`config.mk`:
```
export PLATFORM = sky130hd
export DESIGN_NAME = wsts_mod
export DESIGN_NICKNAME = d
export VERILOG_FILES = /design/src/wsts_pkg.sv /design/src/wsts_mod.sv
export SDC_FILE = /design/constraint.sdc
export NUM_CORES = 1
export LEC_CHECK = 0
export ABC_CLOCK_PERIOD_IN_PS = 5700
export BUFFER_PORTS_ARGS = -buffer_cell sky130_fd_sc_hd__buf_2
export CAP_MARGIN = 20
export CORE_MARGIN = 2
export CORE_UTILIZATION = 52
export CTS_CLUSTER_DIAMETER = 120
export DETAILED_ROUTE_END_ITERATION = 10
export PLACE_DENSITY = 0.81
export SLEW_MARGIN = 20
export SYNTH_ARGS = -nofsm -noshare
export SYNTH_HDL_FRONTEND = slang
export SYNTH_SLANG_ARGS = --single-unit
export TNS_END_PERCENT = 100
```
`constraint.sdc`:
```
create_clock -name clk -period 5.7 [get_ports clk]
set_input_delay 0.855 -clock clk [delete_from_list [all_inputs] [get_ports clk]]
set_output_delay 0.855 -clock clk [all_outputs]
set_load 0.005 [all_outputs]
```
`src/wsts_pkg.sv`:
```
// Package: constants, payload types, states and helpers for the work-stealing scheduler.
package wsts_pkg;

    localparam int DEF_NUM_WORKERS = 8;
    localparam int DEF_QUEUE_DEPTH = 64;
    localparam int DEF_TASK_BITS   = 16;

    localparam logic [3:0]  RESET_WORKERS = 4'd8;
    localparam logic [23:0] RESET_INITIAL = 24'd25000;
    localparam logic [23:0] RESET_MAX     = 24'd800000;

    localparam logic [1:0] CMD_FORK = 2'd0;
    localparam logic [1:0] CMD_FIND = 2'd1;
    localparam logic [1:0] CMD_IDLE = 2'd2;

    localparam logic [1:0] REG_NUM_WORKERS = 2'd0;
    localparam logic [1:0] REG_INITIAL     = 2'd1;
    localparam logic [1:0] REG_MAX         = 2'd2;

    typedef struct packed {
        logic [1:0]  cmd;
        logic [2:0]  worker_id;
        logic [15:0] new_task;
        logic [30:0] rand_value;
    } wsts_in_t;

    typedef struct packed {
        logic        found;
        logic [15:0] task_id;
        logic [2:0]  source_worker;
        logic        stolen;
        logic [23:0] delay_us;
        logic        overflow;
    } wsts_out_t;

    typedef enum logic [2:0] {
        ST_IDLE,
        ST_MOD,
        ST_SCAN,
        ST_READ,
        ST_WAIT,
        ST_DONE
    } wsts_state_t;

endpackage

```
`src/wsts_mod.sv`:
```
// Sequential remainder of a 31-bit value by the active worker count.
module wsts_mod
    import wsts_pkg::*;
(
    input  logic        clk,
    input  logic        rst_n,
    input  logic        start,
    input  logic [30:0] dividend,
    input  logic [6:0]  divisor,
    output logic        done,
    output logic [6:0]  remainder
);
    logic [7:0]  rem_reg, rem_next;
    logic [30:0] quo_reg, quo_next;
    logic [4:0]  cnt_reg, cnt_next;
    logic        busy_reg, busy_next;
    logic [7:0]  shifted;

    // Restoring remainder, two bits per cycle.
    always_comb
    begin
        logic [7:0] r;
        logic [30:0] q;
        r = rem_reg;
        q = quo_reg;
        for (int k = 0; k < 2; k++)
        begin
            r = {r[6:0], q[30]};
            q = {q[29:0], 1'b0};
            if (r >= {1'b0, divisor})
            begin
                r = r - {1'b0, divisor};
            end
        end
        shifted = r;
        quo_next = q;
    end

    always_comb
    begin
        rem_next  = rem_reg;
        cnt_next  = cnt_reg;
        busy_next = busy_reg;
        if (start)
        begin
            busy_next = 1'b1;
            cnt_next  = 5'd0;
            // top bit already reduced, so a divisor of one starts from zero
            rem_next  = ({7'd0, dividend[30]} >= {1'b0, divisor}) ? 8'd0
                                                                  : {7'd0, dividend[30]};
        end
        else if (busy_reg)
        begin
            rem_next = shifted;
            cnt_next = cnt_reg + 5'd1;
            if (cnt_reg == 5'd14)
            begin
                busy_next = 1'b0;
            end
        end
    end

    always_ff @(posedge clk or negedge rst_n)
    begin
        if (!rst_n)
        begin
            busy_reg <= 1'b0;
            cnt_reg  <= '0;
        end
        else
        begin
            busy_reg <= busy_next;
            cnt_reg  <= cnt_next;
        end
    end

    always_ff @(posedge clk)
    begin
        rem_reg <= rem_next;
        if (start)
        begin
            quo_reg <= {dividend[29:0], 1'b0};
        end
        else if (busy_reg)
        begin
            quo_reg <= quo_next;
        end
    end

    assign done      = busy_reg && (cnt_reg == 5'd14) && !start;
    assign remainder = rem_next[6:0];
endmodule

```
==> results of run 1 <==
## stage by stage
stage	util [%]	hold slack, ps	cells
finish	60.4	357	349
global route	60.4	365	349
CTS	60.0	357	347
detailed placement	58.3	519	339
global placement	58.3	508	339
floorplan	-	487	230
## cells in the final DEF, fill, tap and decap left out, drive strengths merged, types with 4 or more instances in the layout
| cell | n |
|---|---|
| nand2 | 8 |
| dfrtp | 6 |
| nor2b | 4 |
| dfxtp | 7 |
| edfxtp | 30 |
| nor2 | 18 |
| inv | 19 |
| clkbuf | 6 |
| buf | 51 |
| nand4 | 4 |
| nand3 | 4 |
| xor2 | 5 |
| ha | 17 |
| xnor2 | 6 |
| a21oi | 5 |
| mux2 | 33 |
| nor3 | 4 |
| mux2i | 5 |
| a211oi | 10 |
## final timing paths
path | to | from | cells after the start | slack (ps)
min in group clk | quo_reg[3] | quo_reg[1] | 1 | 530
worst min-delay path | cnt_reg[1] | rst_n | 1 | 360
worst max register to register | rem_reg[1] | quo_reg[30] | 17 | 1640
worst min register to register | quo_reg[3] | quo_reg[1] | 1 | 530
worst max-delay path | remainder[1] | divisor[0] | 18 | 190
max in group asynchronous | busy_reg | rst_n | 1 | 5180
## power by group
| part | total [W] | internal (W) | switching [W] |
|---|---|---|---|
| clock | 0.000192 | 0.0000857 | 0.000106 |
| combinational | 0.000810 | 0.000394 | 0.000417 |
| sequential | 0.000411 | 0.000384 | 0.0000268 |
| total | 0.00141 | 0.000863 | 0.000550 |
## worst max-delay path, stage by stage
cell and delay (ps):
buf_2 120, ha_1 160, inv_1 50, fa_1 430
a211oi_4 280, nor3_2 100, nor3_2 200, buf_4 180
mux2i_2 260, inv_1 100, fa_1 430, nand2b_1 180
a31oi_1 190, a211oi_1 90, o211ai_2 200, or4b_1 480
o311ai_1 130, buf_2 190
## layout make-up
class	instances	area (sq um)	area share (%)
Timing Repair Buffer	51	263	8.63
Inverter	20	75.1	2.47
Sequential cell	43	1190	39.1
Clock buffer	6	72.6	2.38
Multi-Input combinational cell	157	1340	44.1
Clock inverter	2	12.5	0.411
Tap cell	70	87.6	2.88
## kinds of logic (layout without fill, tap and decap cells)
kind of cell / after synthesis / after routing / synth area share [%]
AND/OR/NAND/NOR: 55 / 55 / 11.0
flip-flops: 43 / 43 / 44.4
multiplexers: 38 / 38 / 15.7
AO/OA/AOI/OAI: 34 / 34 / 10.2
buffers and inverters: 30 / 79 / 5.60
adder cells (fa/ha/maj): 19 / 19 / 9.43
XOR/XNOR: 11 / 11 / 3.59
## per-layer routing
metal / wire length, um / share of wire (%) / up-vias
met5: 0 / 0 / -
met4: 82 / 1.6 / 0
met3: 214 / 4.2 / 9
met2: 2410 / 47 / 42
met1: 2420 / 47 / 893
li1: - / - / 943
## what timing repair did
action | 4_1_cts | 5_1_grt
endpoints found under the setup margin | 0 | 5
resized for setup | 0 | 1
buffers inserted | 0 | 2
==> reports/metrics.cfg, run 1 <==
[setup_path]
cp.arrival_ps = 4650
end_kind = primary output
worstSetupStartpointType = primary input
crit_type = in -> out
worst-path-max-fanout = 10
required_ps = 4850

[yosys]
synth_top_area_share_pct = 33.6
synth-edff-count = 30
seq_area_frac_synth_pct = 44.4
ys_types = 47
synth-warning-count = 0
syn_inst = 230
synth_area_per_cell_sq_um = 11.7
synth-seq-cells = 43
synthFlopType = edfxtp_1
ys_top_cells_by_area = edfxtp_1 (34%), mux2_2 (14%), ha_1 (7.9%)
synth.net_count = 290
synth_common_cells = mux2_2 (33), edfxtp_1 (30), inv_1 (20)
synth.most_common_cell = mux2_2
synth_area_sq_um = 2680
synth_top_cell_by_area = edfxtp_1
async_reset_ff_share_pct = 14.0

[grt]
gr-usage-met1_pct = 26.7
overflow = 0
grt_max_degree = 47
grtUsageMet3_pct = 3.17
grt_pass1_vias = 1659
grt_util_all_layers_pct = 18.4
grt_use_met2_pct = 28.1
grt.busiest_layer = met2
grt_pass1_wl_mm = 7.85
antenna_found_initial = 0

[cells_and_area]
antenna_cells = 0
final_nets = 338
final_area_sq_um = 3040
fillCellCount = 431
areaGrowthSynthToFinish_pct = 13.6
drive_gt1_share_pct = 35.1
largest_reg_flops = 30

[clock_tree]
cts-hold-fix-buffers = 0
cts_made_buffers = 5
clockBufferDepth = 2
htreeDepth = 2
clk_latency_ps = 300
cts_root_buf = clkbuf_8
clk_pin_slew_worst_paths_ps = 90
cts_sinks = 43
cts_tree = built

[die]
coreArea_sq_um = 5040
start_util_pct = 53.2
rows = 26
die-area_sq_um = 5740
num_io_pins = 49
dieHeight_um = 75.8
die_x_um = 75.8

[timing]
slew_viol_final = 0
tightest_slew_ps = 980
clock.fmax_ghz = 0.182
tns_ps = 0
hold_violations = 0
fin_crit_sh_pct = 96.6
skew_ps = 15.3
max_slew_margin_pct = 34.2
setup_slack_ps = 193
finalSetupViolCount = 0
period_needed_ps = 5510

[pwr]
power_w = 0.00141
ir_worst_vdd_mv = 0.220
p_leak_nw = 1.32
power.density_nw_per_um2 = 464

[route]
routedWlPerCell_um = 14.7
routed_via_density = 5.41
drtIter0Drc = 131
route.vias.total = 1887
ant_nets = 0
drc_errors = 0
first_pass_iters = 4
drt_wl_total_mm = 5.13

[run]
drv_cap = 0

[status]
status = complete, no violations

[placed_design]
place_worst_setup_slack_ps = 200
hpwl_mm = 3.81
port_buffers = 48
place.gp.congestion = 0.881
placed_area_sq_um = 2940

[worst_hold_path]
holdCritPathClass = in -> async

Note: power is estimated with default switching activity, not from simulation.
==> run 2: changes to the inputs <==
- CTS_BUF_LIST: default -> sky130_fd_sc_hd__clkbuf_4 sky130_fd_sc_hd__clkbuf_8
==> run 2 against run 1 <==
  * Clock skew decreased by 0.75 ps
  * Core utilization grew 0.074 points
  * Sequential power is essentially flat
  * Maximum frequency shrank 0.29%
  * Global-route usage is the same
  * Hold slack worse by 1.4 ps
  * Combinational power hardly changed
==> reports/metrics.cfg, run 2 (same netlist as run 1, synthesis figures left out) <==
[route]
drc_errors = 0
drtIter0Drc = 127
drt_wl_total_mm = 5.13
first_pass_iters = 4
routedWlPerCell_um = 14.7
route.vias.total = 1891
routed_via_density = 5.42
ant_nets = 0

[cells_and_area]
seq_area_sq_um = 1190
fillCellCount = 432
final_cell_mix = buf_2 (48), mux2_2 (33), edfxtp_1 (30), inv_1 (19), nor2_1 (18)
areaGrowthSynthToFinish_pct = 13.7
drive_gt1_share_pct = 35.5
largest_reg_flops = 30
multiInputGateArea_sq_um = 1340
final_common_cell = buf_2
antenna_cells = 0
final_nets = 338

[grt]
grt_max_degree = 47
antenna_found_initial = 0
grt_pass1_wl_mm = 7.85
grt_pass1_vias = 1663
overflow = 0
grt_util_all_layers_pct = 18.4

[timing]
clock.fmax_ghz = 0.181
fin_crit_sh_pct = 96.9
skew_ps = 14.6
tightest_slew_ps = 983
max_slew_margin_pct = 34.1
slew_viol_final = 0
finalSetupViolCount = 0
hold_slack_ps = 355
tns_ps = 0
hold_violations = 0
period_needed_ps = 5520
setup_slack_ps = 177

[clock_tree]
htreeDepth = 2
cts_root_buf = clkbuf_8
cts-hold-fix-buffers = 0
clk_latency_ps = 300
clk_pin_slew_worst_paths_ps = 90
cts_made_buffers = 5
clockBufferDepth = 2
cts_sinks = 43
cts_tree = built

[setup_path]
required_ps = 4850
r2r_slack_ps = 1620
worst-path-max-fanout = 10
end_kind = primary output
crit_type = in -> out
cp.arrival_ps = 4670
worstSetupStartpointType = primary input

[pwr]
power.density_nw_per_um2 = 465
p_leak_nw = 1.32
power_w = 0.00142
ir_worst_vdd_mv = 0.221

[die]
dieHeight_um = 75.8
rows = 26
coreArea_sq_um = 5040
die_x_um = 75.8
num_io_pins = 49
die-area_sq_um = 5740
start_util_pct = 53.2

[status]
status = complete, no violations

[placed_design]
port_buffers = 48
place_worst_setup_slack_ps = 200
place.gp.congestion = 0.881
hpwl_mm = 3.81

[worst_hold_path]
holdCritPathClass = in -> async

[run]
drv_cap = 0

==> run 2: cell counts in the layout (fill, tap and decap cells not counted) <==
No cell type changed its count.
==> run 2: final timing paths <==
| path | start | to | cells past startpoint |
|---|---|---|---|
| setup / recovery | divisor[0] | remainder[1] | 18 |
| hold / removal | rst_n | cnt_reg[1] | 1 |
| setup reg to reg | quo_reg[30] | rem_reg[1] | 17 |
| max in group asynchronous | rst_n | cnt_reg[4] | 1 |
| min in group clk | quo_reg[1] | quo_reg[3] | 1 |
| hold reg to reg | quo_reg[1] | quo_reg[3] | 1 |
==> run 2: repair_timing <==
action                     in CTS  in global routing
buffers inserted                0                  2
setup endpoints to repair       0                  5
resized for setup               0                  1
==> run 2: critical path, cell delays in order <==
cell and delay (ps):
buf_2 120, ha_1 160, inv_1 50, fa_1 430
a211oi_4 280, nor3_2 100, nor3_2 200, buf_4 180
mux2i_2 260, inv_1 100, fa_1 430, nand2b_1 180
a31oi_1 190, a211oi_1 90, o211ai_2 200, or4b_1 490
o311ai_1 130, buf_2 190
==> run 2: cell type report <==
class | count | share of cell area (%)
clock buffer | 6 | 2.50
clock inverter | 2 | 0.411
inverter | 20 | 2.46
multi-input combinational | 157 | 44.0
sequential | 43 | 39.1
tap | 70 | 2.87
timing repair buffer | 51 | 8.62
==> run 2: report_power, final <==
group | leakage, nW | total, W | switching, W | internal [W]
registers | 0.456 | 0.000411 | 0.0000268 | 0.000384
clock network | 0.0446 | 0.000196 | 0.000106 | 0.0000905
logic | 0.819 | 0.000811 | 0.000417 | 0.000394
==> run 2: metrics by stage <==
step | util (%) | instance area, sq um | cells
floorplan | - | 2680 | 230
global placement | 58.3 | 2940 | 339
detailed placement | 58.3 | 2940 | 339
CTS | 60.1 | 3030 | 347
global route | 60.4 | 3050 | 349
finish | 60.4 | 3050 | 349
==> run 2: routing by layer <==
metal	up-vias	track usage [%]	share of wire, %
li1	942	-	-
met4	0	6.04	1.6
met3	9	3.17	5.1
met2	51	28.0	47
met5	-	0	0
met1	889	26.7	46
